`src/first_fit_page_allocator_core_macros.svh`:
```
// Assertion macros for the first-fit page allocator core.
// Used by the top level; needs clk and rst_n in scope.
`ifndef FIRST_FIT_PAGE_ALLOCATOR_CORE_MACROS_SVH
`define FIRST_FIT_PAGE_ALLOCATOR_CORE_MACROS_SVH
`define FFPA_ASSERT_IMP(name, ante, cons) \
  name: assert property (@(posedge clk) disable iff (!rst_n) (ante) |-> (cons)) \
    else $error("ffpa assertion failed");
`define FFPA_ASSERT_NXT(name, ante, cons) \
  name: assert property (@(posedge clk) disable iff (!rst_n) (ante) |=> (cons)) \
    else $error("ffpa assertion failed");
`endif

```
`src/ffpa_pkg.sv`:
```
// Shared types and constants of the first-fit page allocator.
// No dependencies.
`timescale 1ns / 1ps
package ffpa_pkg;
  localparam int MAX_BLOCKS_DEF = 256;
  localparam int PAGE_BYTES_DEF = 4096;
  localparam int AW = 48;
  localparam int PG_W = 20;
  localparam int OFF_W = 21;
  localparam int NEED_W = 33;
  localparam int TOTAL_W = 11;
  localparam logic [PG_W-1:0] PAGES_RESET = 20'hFFFFF;
  localparam logic [1:0] JOIN_LEFT = 2'b01;
  localparam logic [1:0] JOIN_RIGHT = 2'b10;
  localparam logic [1:0] JOIN_BOTH = 2'b11;
  localparam logic [3:0] REG_BASE = 4'h0;
  localparam logic [3:0] REG_PAGES = 4'h8;

  typedef enum logic [1:0] {
    ST_OK = 2'd0,
    ST_NOFIT = 2'd1,
    ST_RANGE = 2'd2,
    ST_NOSTART = 2'd3
  } status_t;

  typedef enum logic [2:0] {
    S_IDLE, S_PREP, S_LAUNCH, S_SCAN, S_APPLY, S_DONE
  } state_t;

  typedef struct packed {
    logic valid;
    logic [OFF_W-1:0] off;
    logic found;
    logic [OFF_W-1:0] hit_off;
    logic split;
    logic [1:0] join_lr;
  } tok_t;

  typedef struct packed {
    logic init;
    logic clr;
    logic apply;
    logic is_free;
    logic room;
    logic [NEED_W-1:0] need;
    logic [OFF_W-1:0] tgt;
    logic tgt_ok;
    logic split;
    logic [1:0] join_lr;
    logic [PG_W-1:0] init_pages;
    logic [TOTAL_W-1:0] total;
  } ctl_t;
endpackage

```
`src/ffpa_cell.sv`:
```
// One table entry of the allocator: page count, used mark and scan token stage.
// Depends on ffpa_pkg.
`timescale 1ns / 1ps
module ffpa_cell #(
  parameter int IDX = 0
) (
  input  logic                         clk,
  input  logic                         rst_n,
  input  ffpa_pkg::ctl_t               ctl,
  input  ffpa_pkg::tok_t               tok_i,
  output ffpa_pkg::tok_t               tok_o,
  input  logic [ffpa_pkg::PG_W-1:0]    left_pages,
  input  logic                         left_used,
  input  logic                         left_mark,
  input  logic [ffpa_pkg::PG_W-1:0]    right_pages,
  input  logic                         right_used,
  input  logic                         right_mark,
  input  logic [ffpa_pkg::PG_W-1:0]    right2_pages,
  input  logic                         right2_used,
  output logic [ffpa_pkg::PG_W-1:0]    pages_o,
  output logic                         used_o,
  output logic                         mark_o
);
  logic [ffpa_pkg::PG_W-1:0] pages_r, pages_nxt;
  logic used_r, used_nxt;
  logic mark_r, past_r;
  ffpa_pkg::tok_t tok_r, tok_nxt;
  logic hit, fit, join_l, join_r;

  assign fit = !used_r && ({13'b0, pages_r} >= ctl.need);
  assign hit = tok_i.valid && !tok_i.found &&
               (ctl.is_free ? (ctl.tgt_ok && tok_i.off == ctl.tgt) : fit);
  assign join_l = (IDX != 0) && !left_used;
  assign join_r = (ffpa_pkg::TOTAL_W'(IDX + 1) < ctl.total) && !right_used;

  always_comb begin
    tok_nxt = tok_i;
    tok_nxt.off = tok_i.off + ffpa_pkg::OFF_W'(pages_r);
    if (hit) begin
      tok_nxt.found = 1'b1;
      tok_nxt.hit_off = tok_i.off;
      tok_nxt.split = !ctl.is_free && (pages_r != ctl.need[ffpa_pkg::PG_W-1:0]) && ctl.room;
      tok_nxt.join_lr = {join_r, join_l};
    end
  end

  always_comb begin
    pages_nxt = pages_r;
    used_nxt = used_r;
    if (ctl.init) begin
      pages_nxt = (IDX == 0) ? ctl.init_pages : '0;
      used_nxt = 1'b0;
    end else if (ctl.apply) begin
      if (!ctl.is_free) begin
        if (mark_r) begin
          used_nxt = 1'b1;
          if (ctl.split) pages_nxt = ctl.need[ffpa_pkg::PG_W-1:0];
        end else if (past_r && ctl.split) begin
          if (left_mark) begin
            pages_nxt = left_pages - ctl.need[ffpa_pkg::PG_W-1:0];
            used_nxt = 1'b0;
          end else begin
            pages_nxt = left_pages;
            used_nxt = left_used;
          end
        end
      end else begin
        case (ctl.join_lr)
          ffpa_pkg::JOIN_BOTH: begin
            if (right_mark) pages_nxt = pages_r + right_pages + right2_pages;
            else if (mark_r || past_r) begin
              pages_nxt = right2_pages;
              used_nxt = right2_used;
            end
          end
          ffpa_pkg::JOIN_LEFT: begin
            if (right_mark) pages_nxt = pages_r + right_pages;
            else if (mark_r || past_r) begin
              pages_nxt = right_pages;
              used_nxt = right_used;
            end
          end
          ffpa_pkg::JOIN_RIGHT: begin
            if (mark_r) begin
              pages_nxt = pages_r + right_pages;
              used_nxt = 1'b0;
            end else if (past_r) begin
              pages_nxt = right_pages;
              used_nxt = right_used;
            end
          end
          default: begin
            if (mark_r) used_nxt = 1'b0;
          end
        endcase
      end
    end
  end

  always_ff @(posedge clk) begin
    if (!rst_n) begin
      pages_r <= (IDX == 0) ? ffpa_pkg::PAGES_RESET : '0;
      used_r <= 1'b0;
      mark_r <= 1'b0;
      past_r <= 1'b0;
      tok_r <= '0;
    end else begin
      pages_r <= pages_nxt;
      used_r <= used_nxt;
      tok_r <= tok_i.valid ? tok_nxt : '0;
      if (ctl.clr) begin
        mark_r <= 1'b0;
        past_r <= 1'b0;
      end else if (tok_i.valid) begin
        mark_r <= hit;
        past_r <= tok_i.found;
      end
    end
  end

  assign tok_o = tok_r;
  assign pages_o = pages_r;
  assign used_o = used_r;
  assign mark_o = mark_r;
endmodule

```
`config.mk`:
```
export PLATFORM = sky130hd
export DESIGN_NAME = ffpa_cell
export DESIGN_NICKNAME = d
export VERILOG_FILES = /design/src/first_fit_page_allocator_core_macros.svh /design/src/ffpa_pkg.sv /design/src/ffpa_cell.sv
export SDC_FILE = /design/constraint.sdc
export NUM_CORES = 1
export LEC_CHECK = 0
export BUFFER_PORTS_ARGS = -buffer_cell sky130_fd_sc_hd__buf_2
export CAP_MARGIN = 20
export CORE_AREA = 5 5 145 147
export DETAILED_ROUTE_END_ITERATION = 10
export DIE_AREA = 0 0 150 152
export GPL_TIMING_DRIVEN = 1
export PLACE_DENSITY = 0.65
export SYNTH_ARGS = -nofsm -noshare
export SYNTH_HDL_FRONTEND = slang
export SYNTH_SLANG_ARGS = --single-unit
```
`constraint.sdc`:
```
create_clock -name clk -period 8.9 [get_ports clk]
set_input_delay 1.335 -clock clk [delete_from_list [all_inputs] [get_ports clk]]
set_output_delay 1.335 -clock clk [all_outputs]
set_load 0.02 [all_outputs]
```
==> impl_metrics.yaml <==
status:
  status: "finished clean"
yosys:
  yosys.area_share.simple_pct: 18.4
  synth_top_family_by_area: "compound AO/OA/AOI/OAI gates"
  syn-num-nets: 1354
  synth-adder-area-share_pct: 17.2
  netlist_instances: 1038
  ys.warnings.count: 0
  synth.area.mux_share_pct: 5.04
  synth-edff-count: 0
  async_flop_share_pct: 0
  yosysTopAreaCellShare_pct: 17.4
  synthTopCellsByCount: "ha_1 (104), a21oi_1 (100), nor2_1 (92), nand2_1 (89), dfxtp_1 (70)"
  ys_seq_elements: 70
  ys_top_cells_by_area: "dfxtp_1 (17%), ha_1 (16%), a21oi_1 (6.2%)"
  yosys.area_share.xor_xnor_pct: 8.38
  yosysMostFrequentCell: "ha_1"
  avgSynthCellArea_sq_um: 7.75
  synth_compound_area_share_pct: 28.4
  yosys.area.top_type: "dfxtp_1"
  synth_ff_type: "dfxtp_1"
  netlist_area_sq_um: 8050
  synth.distinct_cells: 77
  ys_seq_area_share_pct: 17.4
drt:
  via_per_inst: 5.59
  wl_um: 30100
  drt.antenna.violating_nets: 0
  avgRoutedWirePerCell_um: 19.2
  drc: 0
  vias: 8742
  drt_pass1_iterations: 5
  drt_iter0_markers: 426
clock_tree:
  postCtsSetupRepairBufs: 0
  cts_resized: 0
  numClockSinks: 70
  cts_tree: "yes"
  ctsHoldBuffers: 0
  clockRootBuffer: "clkbuf_16"
  cts_made_buffers: 9
  path_clk_slew_ns: 0.07
  max-clock-path-buffers: 2
  h-tree-depth: 3
  clkLatencyLatePin_ns: 0.34
hold_path:
  hp-class: "reg2reg"
timing:
  tightest_slew_ns: 1.05
  fin_setup_tns_ns: 0
  fin_crit_sh_pct: 57.6
  finalHoldViolCount: 0
  hold_slack_ns: 0.581
  max_freq_mhz: 195
  slew_headroom_pct: 29.9
  report.final.setup_viol: 0
  finClkSkew_ns: 0.00933
  final_max_slew_viol_count: 0
  rsz0062_at_grt: "false"
  fin_crit_ns: 5.13
floorplan:
  die_w_um: 150
  rows: 52
  start_util_pct: 40.7
  core_area_sq_um: 19800
  top_level_ports: 277
  fp.dieH_um: 152
  die_area_sq_um: 22800
global_routing:
  grt_usage_pct: 24.9
  antenna_found_initial: 5
  grt_max_degree: 51
  grt-ovfl-total: 0
  grt_pass1_vias: 8353
  grt_pass1_wl_um: 44400
layout:
  syn_to_final_growth_pct: 23.0
  nNetsFinal: 1605
  drive_gt1_share_pct: 24.9
  final_cell_area_sq_um: 9900
  final_util_pct: 50.1
place:
  dpl_cell_area_sq_um: 9590
  dp.final_hpwl_um: 24800
  gp_congestion: 0.896
  place.port_buffers: 275
worst_setup_path:
  cp-start-kind: "input port"
  critPathMaxFanout: 7
  worst-setup-path-type: "in2reg"
  cp.required_ns: 9.12
  end_kind: "flop"
  worstPathArrival_ns: 5.35
power_and_ir_drop:
  vdd_ir_drop_max_v: 0.0000970
  cellLeakagePower_nw: 4.62
  power_mw: 1.58
  cellPowerDensity_nw_per_um2: 160
job:
  maxCapViolations: 0
## worst paths after layout
check             slack [ns]  depth (start not counted)            from           to
setup / recovery        3.77                         19  right_pages[0]  pages_o[18]
hold / removal          0.58                          2          past_r       past_r
setup reg to reg        4.46                         18      pages_o[0]  pages_o[18]
hold reg to reg         0.58                          2          past_r       past_r
## per-layer routing
| layer | vias to the layer above | track usage [%] | wire, um |
|---|---|---|---|
| met5 | - | 0 | 61 |
| met4 | 8 | 7.80 | 789 |
| met3 | 45 | 5.66 | 2450 |
| met2 | 336 | 44.8 | 14900 |
| met1 | 4014 | 29.0 | 11900 |
| li1 | 4339 | - | - |
## flip-flops by register name (all words and copies together), names as in the netlist
register and count:
used_o 1, mark_o 1, pages_o 20, tok_o 47
past_r 1
## logic make-up after synthesis
| logic type | Yosys count |
|---|---|
| AOI/OAI and AO/OA | 343 |
| xor gates and xnor gates | 77 |
| adders and majority gates | 108 |
| buffers and inverters | 90 |
| DFF | 70 |
| muxes | 40 |
| and+or+nand+nor | 310 |
## cell type report
| class | count | area (sq um) |
|---|---|---|
| Tap cell | 270 | 338 |
| Clock inverter | 6 | 70.1 |
| Sequential cell | 70 | 1400 |
| Clock buffer | 10 | 239 |
| Inverter | 50 | 188 |
| Timing Repair Buffer | 280 | 1410 |
| Antenna cell | 1 | 2.50 |
| Multi-Input combinational cell | 878 | 6250 |
| Fill cell | 2021 | 9880 |
## where the power goes
part	internal, mW	leakage (nW)	switching [mW]
Clock	0.227	0.141	0.161
Sequential	0.339	0.577	0.0361
Combinational	0.352	3.90	0.467
## metrics by stage
| stage | setup slack [ns] | instances |
|---|---|---|
| final | 3.77 | 1565 |
| after CTS | 3.80 | 1564 |
| after global routing | 3.40 | 1565 |
| after global placement | 3.46 | 1548 |
| after floorplan | 4.14 | 1038 |
| after detailed placement | 3.44 | 1548 |
## cell usage in the layout (no fill, tap or decap), drive strengths merged, types with 7 or more instances in the layout
| cell | n |
|---|---|
| a211oi | 22 |
| a21o | 36 |
| a21oi | 100 |
| a22oi | 8 |
| a31oi | 27 |
| and3 | 7 |
| buf | 280 |
| clkbuf | 10 |
| dfxtp | 70 |
| ha | 104 |
| inv | 50 |
| mux2i | 36 |
| nand2 | 89 |
| nand2b | 12 |
| nand3 | 18 |
| nand4 | 12 |
| nor2 | 92 |
| nor2b | 19 |
| nor3 | 21 |
| nor4 | 9 |
| o211ai | 22 |
| o21a | 7 |
| o21ai | 54 |
| o31ai | 9 |
| xnor2 | 54 |
| xor2 | 23 |
## critical path: stages
cell and delay (ns):
buf_2 0.12, ha_1 0.24, fa_1 0.44, a211oi_2 0.26
o21ai_1 0.16, a31oi_1 0.21, nand2b_1 0.09, a21oi_1 0.18
xnor2_1 0.19, ha_1 0.36, a21o_1 0.19, a21o_1 0.18
a21oi_1 0.14, o21bai_1 0.07, a31oi_1 0.26, o21ai_1 0.14
xor2_1 0.17, a2111oi_0 0.49, o21ai_1 0.12
(Power assumes the default switching activity.)
